===== src/hdl/assert_macros.svh =====
// Assertion macros used by the top-level RTL file of the prime gap block.
`ifndef ASSERT_MACROS_SVH
`define ASSERT_MACROS_SVH

// Check a property on every rising edge, quiet while reset is low.
`define TDPG_ASSERT(lbl, clk, rst_n, prop, msg) \
    lbl: assert property (@(posedge clk) disable iff (!rst_n) (prop)) else $error(msg);

// Check that a condition implies another one on the next rising edge.
`define TDPG_ASSERT_NEXT(lbl, clk, rst_n, cond, nxt, msg) \
    lbl: assert property (@(posedge clk) disable iff (!rst_n) (cond) |=> (nxt)) else $error(msg);

`endif


===== src/hdl/tdpg_pkg.sv =====
// Shared widths, types and constants of the trial division prime gap block.
package tdpg_pkg;

    localparam int NUM_BITS   = 31;
    localparam int S_TDATA_W  = ((NUM_BITS + 7) / 8) * 8;
    localparam int M_TDATA_W  = ((2 * NUM_BITS + 1 + 7) / 8) * 8;
    localparam int DIV_CNT_W  = $clog2(NUM_BITS);

    typedef logic [NUM_BITS-1:0] word_t;

    localparam word_t WORD_MAX    = '1;
    localparam word_t FIRST_ODD   = word_t'(3);
    localparam word_t SMALL_PRIME = word_t'(2);
    localparam word_t DIV_STEP    = word_t'(2);

    // Request to the serial divider.
    typedef struct packed {
        logic  start;
        word_t dividend;
        word_t divisor;
    } div_req_t;

    // Answer from the serial divider; done pulses for one cycle.
    typedef struct packed {
        logic  done;
        word_t quotient;
        word_t remainder;
    } div_rsp_t;

endpackage


===== src/hdl/tdpg_divider.sv =====
// Restoring divider that produces one quotient bit per cycle.
module tdpg_divider (
    input  logic               aclk,
    input  logic               aresetn,
    input  tdpg_pkg::div_req_t div_req,
    output tdpg_pkg::div_rsp_t div_rsp
);
    import tdpg_pkg::*;

    logic                 busy_reg, busy_next;
    logic                 done_reg, done_next;
    logic [DIV_CNT_W-1:0] cnt_reg, cnt_next;
    word_t                rem_reg, rem_next;
    word_t                quo_reg, quo_next;
    word_t                dvs_reg, dvs_next;
    logic [NUM_BITS:0]    rem_shift;

    always_comb begin
        busy_next = busy_reg;
        done_next = 1'b0;
        cnt_next  = cnt_reg;
        rem_next  = rem_reg;
        quo_next  = quo_reg;
        dvs_next  = dvs_reg;
        rem_shift = {rem_reg, quo_reg[NUM_BITS-1]};
        if (busy_reg) begin
            // bring down the next dividend bit, subtract when it fits
            if (rem_shift >= {1'b0, dvs_reg}) begin
                rem_next = word_t'(rem_shift - {1'b0, dvs_reg});
                quo_next = {quo_reg[NUM_BITS-2:0], 1'b1};
            end else begin
                rem_next = rem_shift[NUM_BITS-1:0];
                quo_next = {quo_reg[NUM_BITS-2:0], 1'b0};
            end
            cnt_next = cnt_reg - DIV_CNT_W'(1);
            if (cnt_reg == '0) begin
                busy_next = 1'b0;
                done_next = 1'b1;
            end
        end else if (div_req.start) begin
            busy_next = 1'b1;
            cnt_next  = DIV_CNT_W'(NUM_BITS - 1);
            rem_next  = '0;
            quo_next  = div_req.dividend;
            dvs_next  = div_req.divisor;
        end
    end

    always_ff @(posedge aclk) begin
        if (!aresetn) begin
            busy_reg <= 1'b0;
            done_reg <= 1'b0;
            cnt_reg  <= '0;
        end else begin
            busy_reg <= busy_next;
            done_reg <= done_next;
            cnt_reg  <= cnt_next;
        end
        rem_reg <= rem_next;
        quo_reg <= quo_next;
        dvs_reg <= dvs_next;
    end

    assign div_rsp.done      = done_reg;
    assign div_rsp.quotient  = quo_reg;
    assign div_rsp.remainder = rem_reg;

endmodule


===== src/hdl/trial_division_prime_gap.sv =====
// Top level of the trial division primality test with prime gaps and a prime count.
// Each request on the s_ side carries one candidate; each gives exactly one
// result on the m_ side: whether the candidate is prime (exactly two divisors,
// so 0 and 1 are not and 2 is), the gap to the previous prime (or to range_start
// before the first prime, 0 for a non-prime) and the saturating count of primes
// found so far. Candidates below 3 and even candidates are settled without the
// divider. An odd candidate n runs the odd trial divisors d = 3, 5, ... through a
// bit-serial restoring divider, one quotient bit per cycle; the search stops at
// the first divisor that divides n or exceeds n / d, so a prime n runs through
// every odd divisor up to its square root. One candidate is worked on at a time;
// the finished result sits in an output register, so the next request is taken
// while the result waits. range_start is written through cfg_wr_en / cfg_wr_data;
// the user must write it only while the block is idle, which the block does not enforce.
`include "assert_macros.svh"

module trial_division_prime_gap (
    input  logic                           aclk,
    input  logic                           aresetn,
    // configuration: range_start
    input  logic                           cfg_wr_en,
    input  tdpg_pkg::word_t                cfg_wr_data,
    // request channel
    input  logic                           s_tvalid,
    output logic                           s_tready,
    input  logic [tdpg_pkg::S_TDATA_W-1:0] s_tdata,   // [30:0] candidate, rest zero
    // result channel
    output logic                           m_tvalid,
    input  logic                           m_tready,
    output logic [tdpg_pkg::M_TDATA_W-1:0] m_tdata    // [0] is_prime, [31:1] gap,
                                                      // [62:32] prime_count, [63] zero
);
    import tdpg_pkg::*;

    typedef enum logic [1:0] {
        ST_IDLE,
        ST_DIVIDE,
        ST_FINISH
    } state_t;

    state_t   state_reg, state_next;
    word_t    range_start_reg, range_start_next;
    word_t    last_prime_reg, last_prime_next;
    word_t    found_count_reg, found_count_next;
    word_t    cand_reg, cand_next;
    word_t    divisor_reg, divisor_next;
    logic     prime_reg, prime_next;
    logic     div_start_reg, div_start_next;
    logic     m_tvalid_reg, m_tvalid_next;
    logic     m_prime_reg, m_prime_next;
    word_t    m_gap_reg, m_gap_next;
    word_t    m_count_reg, m_count_next;

    div_req_t div_req;
    div_rsp_t div_rsp;
    word_t    s_cand;
    word_t    gap_ref;
    logic     out_free;

    logic     gap_ok;
    logic     count_ok;
    logic     div_ok;
    logic     count_live;

    assign s_cand   = s_tdata[NUM_BITS-1:0];
    assign out_free = !m_tvalid_reg || m_tready;
    assign gap_ref  = (found_count_reg == '0) ? range_start_reg : last_prime_reg;

    assign div_req.start    = div_start_reg;
    assign div_req.dividend = cand_reg;
    assign div_req.divisor  = divisor_reg;

    tdpg_divider u_divider (
        .aclk    (aclk),
        .aresetn (aresetn),
        .div_req (div_req),
        .div_rsp (div_rsp)
    );

    always_comb begin
        state_next       = state_reg;
        range_start_next = range_start_reg;
        last_prime_next  = last_prime_reg;
        found_count_next = found_count_reg;
        cand_next        = cand_reg;
        divisor_next     = divisor_reg;
        prime_next       = prime_reg;
        div_start_next   = 1'b0;
        m_tvalid_next    = m_tvalid_reg;
        m_prime_next     = m_prime_reg;
        m_gap_next       = m_gap_reg;
        m_count_next     = m_count_reg;

        if (cfg_wr_en) begin
            range_start_next = cfg_wr_data;
        end

        // drop the result once the sink takes it
        if (m_tvalid_reg && m_tready) begin
            m_tvalid_next = 1'b0;
        end

        case (state_reg)
            ST_IDLE: begin
                if (s_tvalid) begin
                    cand_next = s_cand;
                    if (s_cand < SMALL_PRIME) begin
                        prime_next = 1'b0;
                        state_next = ST_FINISH;
                    end else if (s_cand == SMALL_PRIME) begin
                        prime_next = 1'b1;
                        state_next = ST_FINISH;
                    end else if (!s_cand[0]) begin
                        prime_next = 1'b0;
                        state_next = ST_FINISH;
                    end else begin
                        // odd candidate: start trial division at 3
                        divisor_next   = FIRST_ODD;
                        div_start_next = 1'b1;
                        state_next     = ST_DIVIDE;
                    end
                end
            end
            ST_DIVIDE: begin
                if (div_rsp.done) begin
                    if (divisor_reg > div_rsp.quotient) begin
                        // divisor passed the square root: no factor exists
                        prime_next = 1'b1;
                        state_next = ST_FINISH;
                    end else if (div_rsp.remainder == '0) begin
                        prime_next = 1'b0;
                        state_next = ST_FINISH;
                    end else begin
                        // advance to the next odd divisor
                        divisor_next   = divisor_reg + DIV_STEP;
                        div_start_next = 1'b1;
                    end
                end
            end
            ST_FINISH: begin
                // hold the result until the output register is free
                if (out_free) begin
                    m_tvalid_next = 1'b1;
                    m_prime_next  = prime_reg;
                    if (prime_reg) begin
                        m_gap_next      = cand_reg - gap_ref;
                        last_prime_next = cand_reg;
                        if (found_count_reg != WORD_MAX) begin
                            found_count_next = found_count_reg + word_t'(1);
                            m_count_next     = found_count_reg + word_t'(1);
                        end else begin
                            m_count_next = found_count_reg;
                        end
                    end else begin
                        m_gap_next   = '0;
                        m_count_next = found_count_reg;
                    end
                    state_next = ST_IDLE;
                end
            end
            default: begin
                state_next = ST_IDLE;
            end
        endcase
    end

    always_ff @(posedge aclk) begin
        if (!aresetn) begin
            state_reg       <= ST_IDLE;
            range_start_reg <= '0;
            found_count_reg <= '0;
            div_start_reg   <= 1'b0;
            m_tvalid_reg    <= 1'b0;
        end else begin
            state_reg       <= state_next;
            range_start_reg <= range_start_next;
            found_count_reg <= found_count_next;
            div_start_reg   <= div_start_next;
            m_tvalid_reg    <= m_tvalid_next;
        end
        last_prime_reg <= last_prime_next;
        cand_reg       <= cand_next;
        divisor_reg    <= divisor_next;
        prime_reg      <= prime_next;
        m_prime_reg    <= m_prime_next;
        m_gap_reg      <= m_gap_next;
        m_count_reg    <= m_count_next;
    end

    assign s_tready = (state_reg == ST_IDLE);
    assign m_tvalid = m_tvalid_reg;

    always_comb begin
        m_tdata                           = '0;
        m_tdata[0]                        = m_prime_reg;
        m_tdata[NUM_BITS:1]               = m_gap_reg;
        m_tdata[2*NUM_BITS:NUM_BITS+1]    = m_count_reg;
    end

    assign gap_ok     = !m_tvalid_reg || m_prime_reg || (m_gap_reg == '0);
    assign count_ok   = !m_tvalid_reg || !m_prime_reg || (m_count_reg != '0);
    assign div_ok     = !div_rsp.done || (state_reg == ST_DIVIDE);
    assign count_live = (found_count_reg != '0);

    // a non-prime result carries no gap
    `TDPG_ASSERT(a_gap_zero, aclk, aresetn, gap_ok, "gap set on non-prime")
    // a prime result always carries a nonzero count
    `TDPG_ASSERT(a_count_prime, aclk, aresetn, count_ok, "prime with zero count")
    // the divider answers only while a trial division is running
    `TDPG_ASSERT(a_div_state, aclk, aresetn, div_ok, "divider done outside divide")
    // the prime count never returns to zero
    `TDPG_ASSERT_NEXT(a_count_keep, aclk, aresetn, count_live, count_live, "prime count cleared")

endmodule


===== config.mk =====
export PLATFORM = sky130hd
export DESIGN_NAME = trial_division_prime_gap
export DESIGN_NICKNAME = d
export VERILOG_FILES = /design/src/hdl/tdpg_pkg.sv /design/src/hdl/tdpg_divider.sv /design/src/hdl/trial_division_prime_gap.sv
export VERILOG_INCLUDE_DIRS = /design/src /design/src/hdl
export SDC_FILE = /design/constraint.sdc
export NUM_CORES = 1
export LEC_CHECK = 0
export BUFFER_PORTS_ARGS = -buffer_cell sky130_fd_sc_hd__buf_2
export CORE_MARGIN = 2
export CORE_UTILIZATION = 50
export DETAILED_ROUTE_END_ITERATION = 8
export PLACE_DENSITY = 0.75
export SETUP_SLACK_MARGIN = 0.15
export SKIP_CTS_REPAIR_TIMING = 1
export SLEW_MARGIN = 30
export SYNTH_ARGS = -nofsm -noshare
export SYNTH_HDL_FRONTEND = slang
export SYNTH_HIERARCHICAL = 1
export SYNTH_SLANG_ARGS = --single-unit

===== constraint.sdc =====
create_clock -name aclk -period 22.4 [get_ports aclk]
set_input_delay 6.72 -clock aclk [delete_from_list [all_inputs] [get_ports aclk]]
set_output_delay 6.72 -clock aclk [all_outputs]
set_load 0.005 [all_outputs]

Word level (Yosys, flattened, before mapping)
Cells that the tools add are included.

Reductions and logical operators: 17. $add $sub $neg: 5. Eq/ne operators: 14. Multiplexer cells: 51. Order comparisons: 3. Bitwise logic cells: 1.

Operators by type and width (count): 31-bit two-way mux (15); 31-bit zero test (2); 31-bit case mux with 2 select lines (1); 31-bit subtractor (2); 32-bit by 31-bit greater-or-equal comparator with 1-bit output (1); 31-bit by 1-bit adder with 31-bit output, second input constant (1); 31-bit by 2-bit adder with 31-bit output, second input constant (1); 31-bit by 2-bit == test with 1-bit output, second input constant (1); 31-bit > comparator (1); 31-bit by 2-bit less-than comparator with 1-bit output, second input constant (1); 31-bit inequality test, second input constant (1); 1-bit two-way mux (22); 2-bit two-way mux (8); 2-bit inequality test, second input constant (6); 5-bit two-way mux (2); 2-bit AND reduction (4); 8-bit AND reduction (1); 2-bit case mux with 3 select lines (1); 5-bit zero test (1); 5-bit AND reduction (1); 5-bit by 1-bit subtractor with 5-bit output, second input constant (1); 2-bit by 1-bit inequality test with 1-bit output, second input constant (2); 4-bit by 2-bit inequality test with 1-bit output, second input constant (1); 1-bit case mux with 2 select lines (2); other kinds (11) (12).

Word-level logic and storage cells: 109. Bits in registers: 323. Output and inout bits: 66.

Depth between registers and ports, before layout
Word-level depth: 5. Mapped depth: 18. Mapped depth without buffers: 17.

By module
The synthesis kept the hierarchy.

Modules (own cells, without submodules): trial_division_prime_gap (cells an instance 1073, times used 1, sequential area each 6005.8 sq um, area each 11843.9 sq um); tdpg_divider (cells an instance 527, times used 1, sequential area each 2932.8 sq um, area each 5803.1 sq um).

Worst setup path after synthesis
Ideal clock, no wire load.

Kind: in2reg. Start: input m_tready. End: register found_count_reg[19]. Setup slack: 10455 ps. Arrival time: 11830 ps. Stages: 9. Library setup time: 115 ps. Path through: nand2b_1 > nor2b_1 > and2_1 > nor2b_1 > clkbuf_1 > buf_2 > nand4_1 > xnor2_1 > and2_1.

Word-level cells in the longest chain between the ends: 2.

RTL lines: start: declaration (RTL line trial_division_prime_gap.sv:28) `input logic m_tready,`; 1-bit logical OR (RTL line trial_division_prime_gap.sv:65) `assign out_free = !m_tvalid_reg || m_tready;`; 2-bit AND reduction (no line); end signal: assignment (RTL line trial_division_prime_gap.sv:176) `found_count_reg <= found_count_next;`; end: declaration (RTL line trial_division_prime_gap.sv:43) `word_t found_count_reg, found_count_next;`.

No other way between the ends. A chain may end at the register's enable or synchronous reset.

Final worst setup path
Start: input m_tready. End: register found_count_reg[22].

Same word-level chain as after synthesis.

==> metrics.cfg <==
[outcome]
status=complete, no violations

[sta]
final.setup.tns_ps=0
worstMarginPinSlew_ps=976
fin_crit_sh_pct=40.8
min_period_ps=9150
slew_violations=0
hold_viol=0
maxSlewHeadroom_pct=34.9
rsz0062_at_grt=no
max_freq_mhz=109
clock_skew_ps=14.3
final-setup-viol-count=0

[grt]
gr-usage-all-layers_pct=21.4
grt_pass1_vias=12200
antenna_found_initial=0
grt_max_degree=75
grt-ovfl-total=0
grt_pass1_wl_mm=62.8

[route]
dr.pass1.iters=5
via_per_inst=5.64
ant_nets=0
drt_iter0_markers=969
routedWlPerCell_microns=17.8
wl_mm=39.1
vias=12400
drc_errors=0

[critical_path]
worstPathRequired_ps=22810
startpoint_type=input pin
arrival_ps=9560
crit_fanout=66
cp-end-kind=flip-flop
path_class=in2reg

[die]
core_area_sq_um=34600
ios=134
die_w_microns=192
rows=68
start_util_pct=51.0
dieArea_sq_um=36800
die_h_microns=192

[power_and_ir_drop]
p_leak_uw=0.00786
ir_drop_mv=0.0546
finalPower_uw=1490
cellPowerDensity_nw_per_um2=75.7

[clock_network]
cts_sinks=322
cts_buffers=36
cts.clk_slew.worst_paths_ps=60
clockBufferDepth=3
clock_latency_ps=520
root_buffer=clkbuf_16
htree_levels=2
cts_tree=yes

[synth]
syn-num-nets=1766
synth-seq-cells=322
yosysSeqAreaShare_pct=50.7
yosysWarnings=6
syn_area_sq_um=17600
synth_edf_count=249
async_reset_ff_share_pct=0
yosysUniqueCellTypes=89
ys.flop_type=edfxtp_1
synthCells=1600
syn_area_per_cell_sq_um=11.0

[cells_and_area]
synthToLayoutAreaGrowth_pct=11.8
layout-drive-gt1-share_pct=15.4
fill_cells=2889
final_util_pct=57.0
diodes=0
fin_nets=1881

[placed_design]
place.gp.congestion=0.894
numPortBuffers=131
place.detailed.hpwl_mm=28.1

[flow_run]
cap_viol_max_count=0

[worst_hold_path]
timing.hold.worst.class=reg2reg

-- worst max-delay path: stages --
cell and delay [ps]:
buf_2 70, nand2b_1 150, nor2b_4 150, buf_4 660, and2_1 240, nor2b_1 570
buf_4 350, nand4_1 190, o21a_1 220, o21a_1 170
-- synth_stat cells, types with 6 or more instances --
master	count	share of area [%]
nor3_1	11	0.31
nand4_1	46	1.6
buf_1	9	0.19
a21oi_1	89	2.5
mux2i_1	67	3.8
buf_4	9	0.38
nor4_1	23	0.82
nand2_1	127	2.7
nand2b_1	11	0.39
o211ai_1	6	0.26
o21ai_0	37	1.0
or4_1	8	0.34
xnor2_1	87	4.3
o21a_1	11	0.47
o21bai_1	7	0.30
and2_1	61	2.2
mux2_2	31	2.0
nor2_1	93	2.0
a211oi_2	7	0.50
and4_1	9	0.45
ha_1	96	6.8
or3_1	8	0.28
clkbuf_1	31	0.66
a211oi_1	9	0.38
edfxtp_1	249	42
inv_1	83	1.8
dfxtp_1	73	8.3
xor2_1	37	1.8
nand3_1	41	1.2
and3_1	19	0.67
o21ai_1	8	0.23
buf_2	13	0.37
a21o_1	34	1.4
nor2b_1	53	1.9
-- worst paths after layout --
path	end	startpoint	slack (ps)	cells past startpoint
max reg2reg	m_gap_reg[20]$_SDFFCE_PN0P_	found_count_reg[0]$_SDFFE_PN0P_	17500	18
min reg2reg	range_start_reg[0]$_SDFFE_PN0P_	range_start_reg[0]$_SDFFE_PN0P_	510	2
min	range_start_reg[0]$_SDFFE_PN0P_	range_start_reg[0]$_SDFFE_PN0P_	510	2
max	found_count_reg[22]$_SDFFE_PN0P_	m_tready	13250	10
-- cells in the final DEF (no fill, tap or decap), types with 9 or more instances in the layout --
cell type,instances
nor2b_1,50
nor3_1,11
nand3_1,41
xnor2_1,87
nor2_1,92
buf_4,14
clkbuf_1,11
and2_1,61
a21oi_1,89
mux2i_1,67
nand2_1,127
clkbuf_16,37
o21a_1,11
inv_1,82
a21o_1,34
nand4_1,46
dfxtp_1,72
nor4_1,23
buf_2,131
edfxtp_1,249
a211oi_1,9
nand2b_1,10
o21ai_0,37
and3_1,19
and4_1,9
ha_1,96
mux2_2,31
xor2_1,37
-- cells by family after synthesis --
| kind of cell | after synthesis | share of synthesized area [%] |
|---|---|---|
| and+or+nand+nor | 535 | 16.1 |
| buffers and inverters | 152 | 3.79 |
| muxes | 98 | 5.78 |
| AOI/OAI and AO/OA | 269 | 10.5 |
| other | 2 | 0.0426 |
| DFF | 322 | 50.7 |
| xor gates and xnor gates | 124 | 6.15 |
| adders and majority gates | 98 | 7.03 |
-- through the flow --
stage | cell area, sq um | hold slack [ps] | cells | worst slack (ps)
4_1_cts | 19700 | 518 | 2195 | 13270
2_1_floorplan | 17600 | 451 | 1600 | 10450
5_1_grt | 19700 | 547 | 2195 | 13070
3_3_place_gp | 18700 | 498 | 2132 | 12880
3_5_place_dp | 18700 | 504 | 2132 | 12730
6_report | 19700 | 513 | 2195 | 13250
-- power breakdown --
| group | switching [uW] | leakage, uW | total [uW] | internal, uW |
|---|---|---|---|---|
| Clock | 231 | 0.000513 | 542 | 311 |
| Combinational | 141 | 0.00439 | 243 | 102 |
| Sequential | 25.8 | 0.00296 | 709 | 683 |
| Total | 398 | 0.00786 | 1490 | 1100 |
-- cell type report --
cell class	instances	area (sq um)	area share, %
tap	455	569	2.89
timing repair buffer	145	761	3.86
sequential	322	8940	45.3
clock buffer	50	995	5.04
clock inverter	13	78.8	0.400
multi-input combinational	1126	8070	40.9
inverter	84	315	1.60
-- metal layers --
layer / track usage (%) / routed length (microns)
met1: 29.2 / 17700
met4: 7.90 / 1280
met2: 35.3 / 18200
met5: 0 / 0
met3: 2.47 / 1860
Note: power is estimated with default switching activity, not from simulation.
